**src/design/fmdc_pkg.sv**
```systemverilog
package fmdc_pkg;

  localparam int DEF_ROWS = 32;
  localparam int DEF_COLS = 64;

  // Request function codes.
  localparam logic [1:0] FUNC_WRITE = 2'd0;
  localparam logic [1:0] FUNC_PROC  = 2'd1;
  localparam logic [1:0] FUNC_READ  = 2'd2;

  // Configuration register indexes.
  localparam logic [1:0] CFG_MODE   = 2'd0;
  localparam logic [1:0] CFG_CHANCE = 2'd1;
  localparam logic [1:0] CFG_SLACK  = 2'd2;

  // Raster passes of a frame.
  localparam logic [1:0] PASS_DIL = 2'd0;
  localparam logic [1:0] PASS_ERO = 2'd1;
  localparam logic [1:0] PASS_FWD = 2'd2;
  localparam logic [1:0] PASS_BWD = 2'd3;

  // Per-cell steps: five neighbor reads, then the write-back step.
  localparam logic [2:0] NB_CENTER  = 3'd0;
  localparam logic [2:0] NB_UP      = 3'd1;
  localparam logic [2:0] NB_DOWN    = 3'd2;
  localparam logic [2:0] NB_LEFT    = 3'd3;
  localparam logic [2:0] NB_RIGHT   = 3'd4;
  localparam logic [2:0] STEP_WRITE = 3'd6;

  localparam logic [2:0] CLASS_AIR  = 3'd0;
  localparam logic [2:0] CLASS_BODY = 3'd1;
  localparam logic [2:0] CLASS_RIM  = 3'd2;
  localparam logic [2:0] TIER_MAX   = 3'd5;

  localparam logic [6:0] DEPTH_CAP = 7'd100;
  localparam logic [8:0] JITTER    = 9'd24;

  localparam logic [31:0] HASH_COL  = 32'd73856093;
  localparam logic [31:0] HASH_ROW  = 32'd19349663;
  localparam logic [31:0] HASH_FRM  = 32'd83492791;
  localparam logic [31:0] HASH_MIX  = 32'd2654435761;
  // ceil(2^38 / 100): exact quotient by 100 for any 32-bit value.
  localparam logic [31:0] RECIP_100 = 32'd2748779070;
  localparam int          RECIP_SH  = 38;

  localparam int         MOD_BITS = 24;
  localparam logic [4:0] MOD_LAST = 5'd24;

  typedef struct packed {
    logic       clear_wr;
    logic       count_wr;
    logic       frame_ld;
    logic       read_ld;
    logic       cells_begin;
    logic       begin_bwd;
    logic       cell_next;
    logic       bwd;
    logic       issue;
    logic [2:0] step;
    logic       acc_init;
    logic       pass_wr;
    logic [1:0] pass;
    logic       mod_init;
    logic       mod_step;
    logic       finish;
    logic       out_zero;
  } fmdc_cmd_t;

  typedef struct packed {
    logic clear_last;
    logic cell_last;
    logic in_inside;
  } fmdc_sts_t;

  function automatic logic [7:0] tier_alpha(input logic [2:0] t);
    logic [7:0] a;
    case (t)
      3'd1:    a = 8'd84;
      3'd2:    a = 8'd112;
      3'd3:    a = 8'd160;
      3'd4:    a = 8'd208;
      3'd5:    a = 8'd240;
      default: a = 8'd0;
    endcase
    return a;
  endfunction

  function automatic logic [15:0] tier_color(input logic [2:0] t);
    logic [15:0] c;
    case (t)
      3'd1:    c = 16'h57FF;
      3'd2:    c = 16'h37FF;
      3'd3:    c = 16'h07FF;
      3'd4:    c = 16'h17FF;
      3'd5:    c = 16'h47FF;
      default: c = 16'h0000;
    endcase
    return c;
  endfunction

endpackage

```
**src/design/fmdc_ctrl.sv**
```systemverilog
module fmdc_ctrl (
  input  logic                  clk,
  input  logic                  rst,
  input  logic                  in_valid,
  input  logic [1:0]            func,
  output logic                  in_stall,
  output logic                  out_valid,
  input  logic                  out_stall,
  input  fmdc_pkg::fmdc_sts_t   sts,
  output fmdc_pkg::fmdc_cmd_t   cmd
);
  import fmdc_pkg::*;

  localparam logic [2:0] ST_CLEAR = 3'd0;
  localparam logic [2:0] ST_IDLE  = 3'd1;
  localparam logic [2:0] ST_CELL  = 3'd2;
  localparam logic [2:0] ST_MOD   = 3'd3;
  localparam logic [2:0] ST_DONE  = 3'd4;

  logic [2:0] state, state_next;
  logic [1:0] pass, pass_next;
  logic [2:0] step, step_next;
  logic [4:0] cnt, cnt_next;
  logic       is_read, is_read_next;
  logic       accept;

  assign in_stall  = (state != ST_IDLE);
  assign out_valid = (state == ST_DONE);
  assign accept    = in_valid && !in_stall;

  always_comb begin
    state_next   = state;
    pass_next    = pass;
    step_next    = step;
    cnt_next     = cnt;
    is_read_next = is_read;
    cmd          = '0;
    cmd.pass     = pass;
    cmd.step     = step;
    cmd.bwd      = (pass == PASS_BWD);
    unique case (state)
      ST_CLEAR: begin
        cmd.clear_wr = 1'b1;
        if (sts.clear_last) state_next = ST_IDLE;
      end
      ST_IDLE: begin
        if (accept) begin
          case (func)
            FUNC_WRITE: cmd.count_wr = 1'b1;
            FUNC_PROC: begin
              cmd.frame_ld    = 1'b1;
              cmd.cells_begin = 1'b1;
              cmd.begin_bwd   = 1'b0;
              pass_next       = PASS_DIL;
              step_next       = NB_CENTER;
              is_read_next    = 1'b0;
              state_next      = ST_CELL;
            end
            FUNC_READ: begin
              if (sts.in_inside) begin
                cmd.read_ld  = 1'b1;
                is_read_next = 1'b1;
                step_next    = NB_CENTER;
                state_next   = ST_CELL;
              end else begin
                cmd.out_zero = 1'b1;
                state_next   = ST_DONE;
              end
            end
            default: ;
          endcase
        end
      end
      ST_CELL: begin
        cmd.issue    = (step <= NB_RIGHT);
        cmd.acc_init = (step == NB_CENTER);
        step_next    = 3'(step + 3'd1);
        if (step == STEP_WRITE) begin
          step_next = NB_CENTER;
          if (is_read) begin
            cmd.mod_init = 1'b1;
            cnt_next     = '0;
            state_next   = ST_MOD;
          end else begin
            cmd.pass_wr = 1'b1;
            if (sts.cell_last) begin
              if (pass == PASS_BWD) begin
                state_next = ST_IDLE;
              end else begin
                pass_next       = 2'(pass + 2'd1);
                cmd.cells_begin = 1'b1;
                cmd.begin_bwd   = (2'(pass + 2'd1) == PASS_BWD);
              end
            end else begin
              cmd.cell_next = 1'b1;
            end
          end
        end
      end
      ST_MOD: begin
        if (cnt == MOD_LAST) begin
          cmd.finish = 1'b1;
          state_next = ST_DONE;
        end else begin
          cmd.mod_step = 1'b1;
          cnt_next     = 5'(cnt + 5'd1);
        end
      end
      ST_DONE: begin
        if (!out_stall) state_next = ST_IDLE;
      end
      default: state_next = ST_IDLE;
    endcase
  end

  always_ff @(posedge clk) begin
    if (rst) begin
      state   <= ST_CLEAR;
      pass    <= PASS_DIL;
      step    <= NB_CENTER;
      cnt     <= '0;
      is_read <= 1'b0;
    end else begin
      state   <= state_next;
      pass    <= pass_next;
      step    <= step_next;
      cnt     <= cnt_next;
      is_read <= is_read_next;
    end
  end

endmodule

```
**config.mk**
```make
export PLATFORM = sky130hd
export DESIGN_NAME = fmdc_ctrl
export DESIGN_NICKNAME = d
export VERILOG_FILES = /design/src/design/fmdc_pkg.sv /design/src/design/fmdc_ctrl.sv
export SDC_FILE = /design/constraint.sdc
export NUM_CORES = 1
export LEC_CHECK = 0
export BUFFER_PORTS_ARGS = -buffer_cell sky130_fd_sc_hd__clkbuf_2
export CORE_MARGIN = 1.5
export CORE_UTILIZATION = 35
export DETAILED_ROUTE_END_ITERATION = 16
export SLEW_MARGIN = 5
export SYNTH_ARGS = -nofsm -noshare
export SYNTH_HDL_FRONTEND = slang
export SYNTH_SLANG_ARGS = --single-unit
```
**constraint.sdc**
```tcl
create_clock -name clk -period 2.3 [get_ports clk]
set_input_delay 0.115 -clock clk [delete_from_list [all_inputs] [get_ports clk]]
set_output_delay 0.115 -clock clk [all_outputs]
set_load 0.1 [all_outputs]
```
==> impl_metrics.tcl <==
set metrics [dict create \
    outcome "complete, no violations" \
    syn_inst 132 \
    async_flop_share 0 \
    fin_nets 172 \
    gp_congestion 0.789 \
    drc 0 \
    synth_ff_type "dfxtp_1" \
    rows 19 \
    root_buffer "clkbuf_4" \
    routed.top_layer "met3" \
    syn_to_final_growth_pct 22.8 \
    postCtsSetupBuffers 0 \
    numCtsBuffers 3 \
    required_ns 2.18 \
    fin_crit_ns 2.12 \
    firstDrtPassIters 4 \
    grt_max_degree 15 \
    grt_pass1_vias 939 \
    synth_area_um2 1040 \
    max_stage_delay_ns 0.60 \
    place_hpwl_um 1890 \
    powerDensity_nw_per_um2 921 \
    slew_viol_final 0 \
    yosys.cell_types.count 45 \
    h-tree-depth 1 \
    relSlewSlack 0.640 \
    routed-wl-met2_um 1260 \
    utilization 0.458 \
    antenna_cells 0 \
    die-area_um2 3300 \
    drt_iter0_drc 19 \
    start_kind "flop" \
    drive_above_1_share 0.348 \
    cp-end-kind "primary output" \
    critPathArrivalTime_ns 2.01 \
    ioPinCount 31 \
    yosys_warnings 0 \
    clock_latency_ns 0.28 \
    gr-usage-all-layers 0.157 \
    cts_resized 0 \
    wl_met3_um 77 \
    die_h_um 57.4 \
    layout_commonest_cell "clkbuf_2" \
    synth_edf_count 0 \
    vias_per_cell 5.54 \
    dpl_cell_area_um2 1240 \
    finalSetupViolCount 0 \
    cts_buffer_depth 2 \
    die_w_um 57.4 \
    antenna_found_initial 0 \
    postRouteAntennaNets 0 \
    synth_top_area_frac 0.270 \
    crit_chain "or3b_1 -> nor4_2 -> buf_2" \
    clock_sinks 14 \
    final_area_um2 1270 \
    drt-met1-wl_um 1120 \
    ys_ff_latch 14 \
    hold_viol 0 \
    slowest_stage "or3b_1" \
    cts_hold_buf 0 \
    syn_nets 145 \
    syn_area_per_cell_um2 7.86 \
    yosys-top-cells-area "dfxtp_1 (27%), a21oi_1 (6.3%), ha_1 (4.8%), nor2_1 (4.0%), o31ai_1 (3.6%)" \
    cts_tree "yes" \
    fin_crit_sh 0.923 \
    skew_ns 0.0145 \
    overflow 0 \
    maxCapViolations 0 \
    max_freq_ghz 0.471 \
    peakVddDrop_uv 565 \
    final_cell_mix "clkbuf_2 (28), a21oi_1 (13), nor2_1 (10), inv_1 (9), dfxtp_1 (8)" \
    num_vias 1048 \
    clkTransAtPathRegs_ns 0.10 \
    drt-total-wl_um 2460 \
    yosys.area.top_type "dfxtp_1" \
    start_util 0.373 \
    grt_setup_unrepaired "no" \
    worstMarginPinSlew_ns 0.543 \
    p_leak_nw 0.533 \
    wire_per_inst_um 13.0 \
    p_total_w 0.00117 \
    io_buffers 30 \
    hp-class "in2reg" \
    coreArea_um2 2780 \
    grt_pass1_wl_um 4150 \
    cp_max_fo 13 \
    seq_area_frac_synth 0.270 \
    worstSetupPathType "reg2out" \
]
-- metrics by stage --
stage	setup WS, ns	TNS [ns]	hold slack [ns]	std cells
4_1_cts	0.0465	0	0.148	189
6_report	0.178	0	0.147	189
5_1_grt	0.0364	0	0.158	189
2_1_floorplan	-0.375	-0.416	0.255	132
3_3_place_gp	0.435	0	0.448	185
3_5_place_dp	0.391	0	0.469	185
-- kinds of logic (layout without fill, tap and decap cells) --
family,Yosys count,count (layout),share of synthesized area
compound gates,36,36,0.230
fa+ha+maj,4,4,0.0483
buf+inv,17,43,0.0760
flops,14,14,0.270
mux,1,1,0.00965
simple gates,60,60,0.365
-- final cells by class --
type / instances / area (um2)
Sequential cell: 14 / 288
Timing Repair Buffer: 30 / 150
Multi-Input combinational cell: 101 / 727
Inverter: 9 / 33.8
Clock buffer: 4 / 36.3
Fill cell: 281 / 1510
Tap cell: 31 / 38.8
-- flip-flops by register name, indices dropped and copies added, names as in the netlist --
signal,cells
is_read,1
cnt,5
state,3
pass,2
step,3
-- critical path: cells and delay by family, from the launching register on --
kind | cells | cell delay, ns
flops | 1 | 0.47
simple gates | 2 | 0.79
buf+inv | 1 | 0.46
-- final timing paths --
kind / startpoint / end / slack, ns / cells after the start
max: state[0]$_SDFFE_PP0P_ / cmd[7] / 0.18 / 3
min: rst / pass[0]$_SDFFE_PP0P_ / 0.15 / 2
max reg2reg: state[0]$_SDFFE_PP0P_ / state[1]$_SDFFE_PP0P_ / 0.43 / 4
min reg2reg: pass[0]$_SDFFE_PP0P_ / pass[0]$_SDFFE_PP0P_ / 0.49 / 2
-- synth_stat cells (2+ instances only) --
library cell,n
dfxtp_1,14
a21oi_1,13
nor2_1,11
inv_1,9
nand3_1,7
nand2_1,6
nor3_1,5
o31ai_1,5
and3_1,4
ha_1,4
nor2b_1,4
buf_2,3
clkbuf_1,3
nand2b_1,3
o21ai_0,3
or4_1,3
a211oi_1,2
a31oi_1,2
and3b_1,2
nor4_1,2
o21ai_1,2
or2_1,2
-- where the power goes --
group / switching, W / internal [W] / total, W / leakage [nW]
sequential: 0.0000736 / 0.000271 / 0.000345 / 0.116
combinational: 0.000496 / 0.000153 / 0.000650 / 0.396
clock: 0.0000829 / 0.0000962 / 0.000179 / 0.0210
-- metal layers --
| metal | vias up | track usage |
|---|---|---|
| met2 | 17 | 0.276 |
| met1 | 490 | 0.193 |
| li1 | 541 | - |
| met4 | 0 | 0.0332 |
| met5 | - | 0 |
| met3 | 0 | 0.0408 |
(Power assumes the default switching activity.)
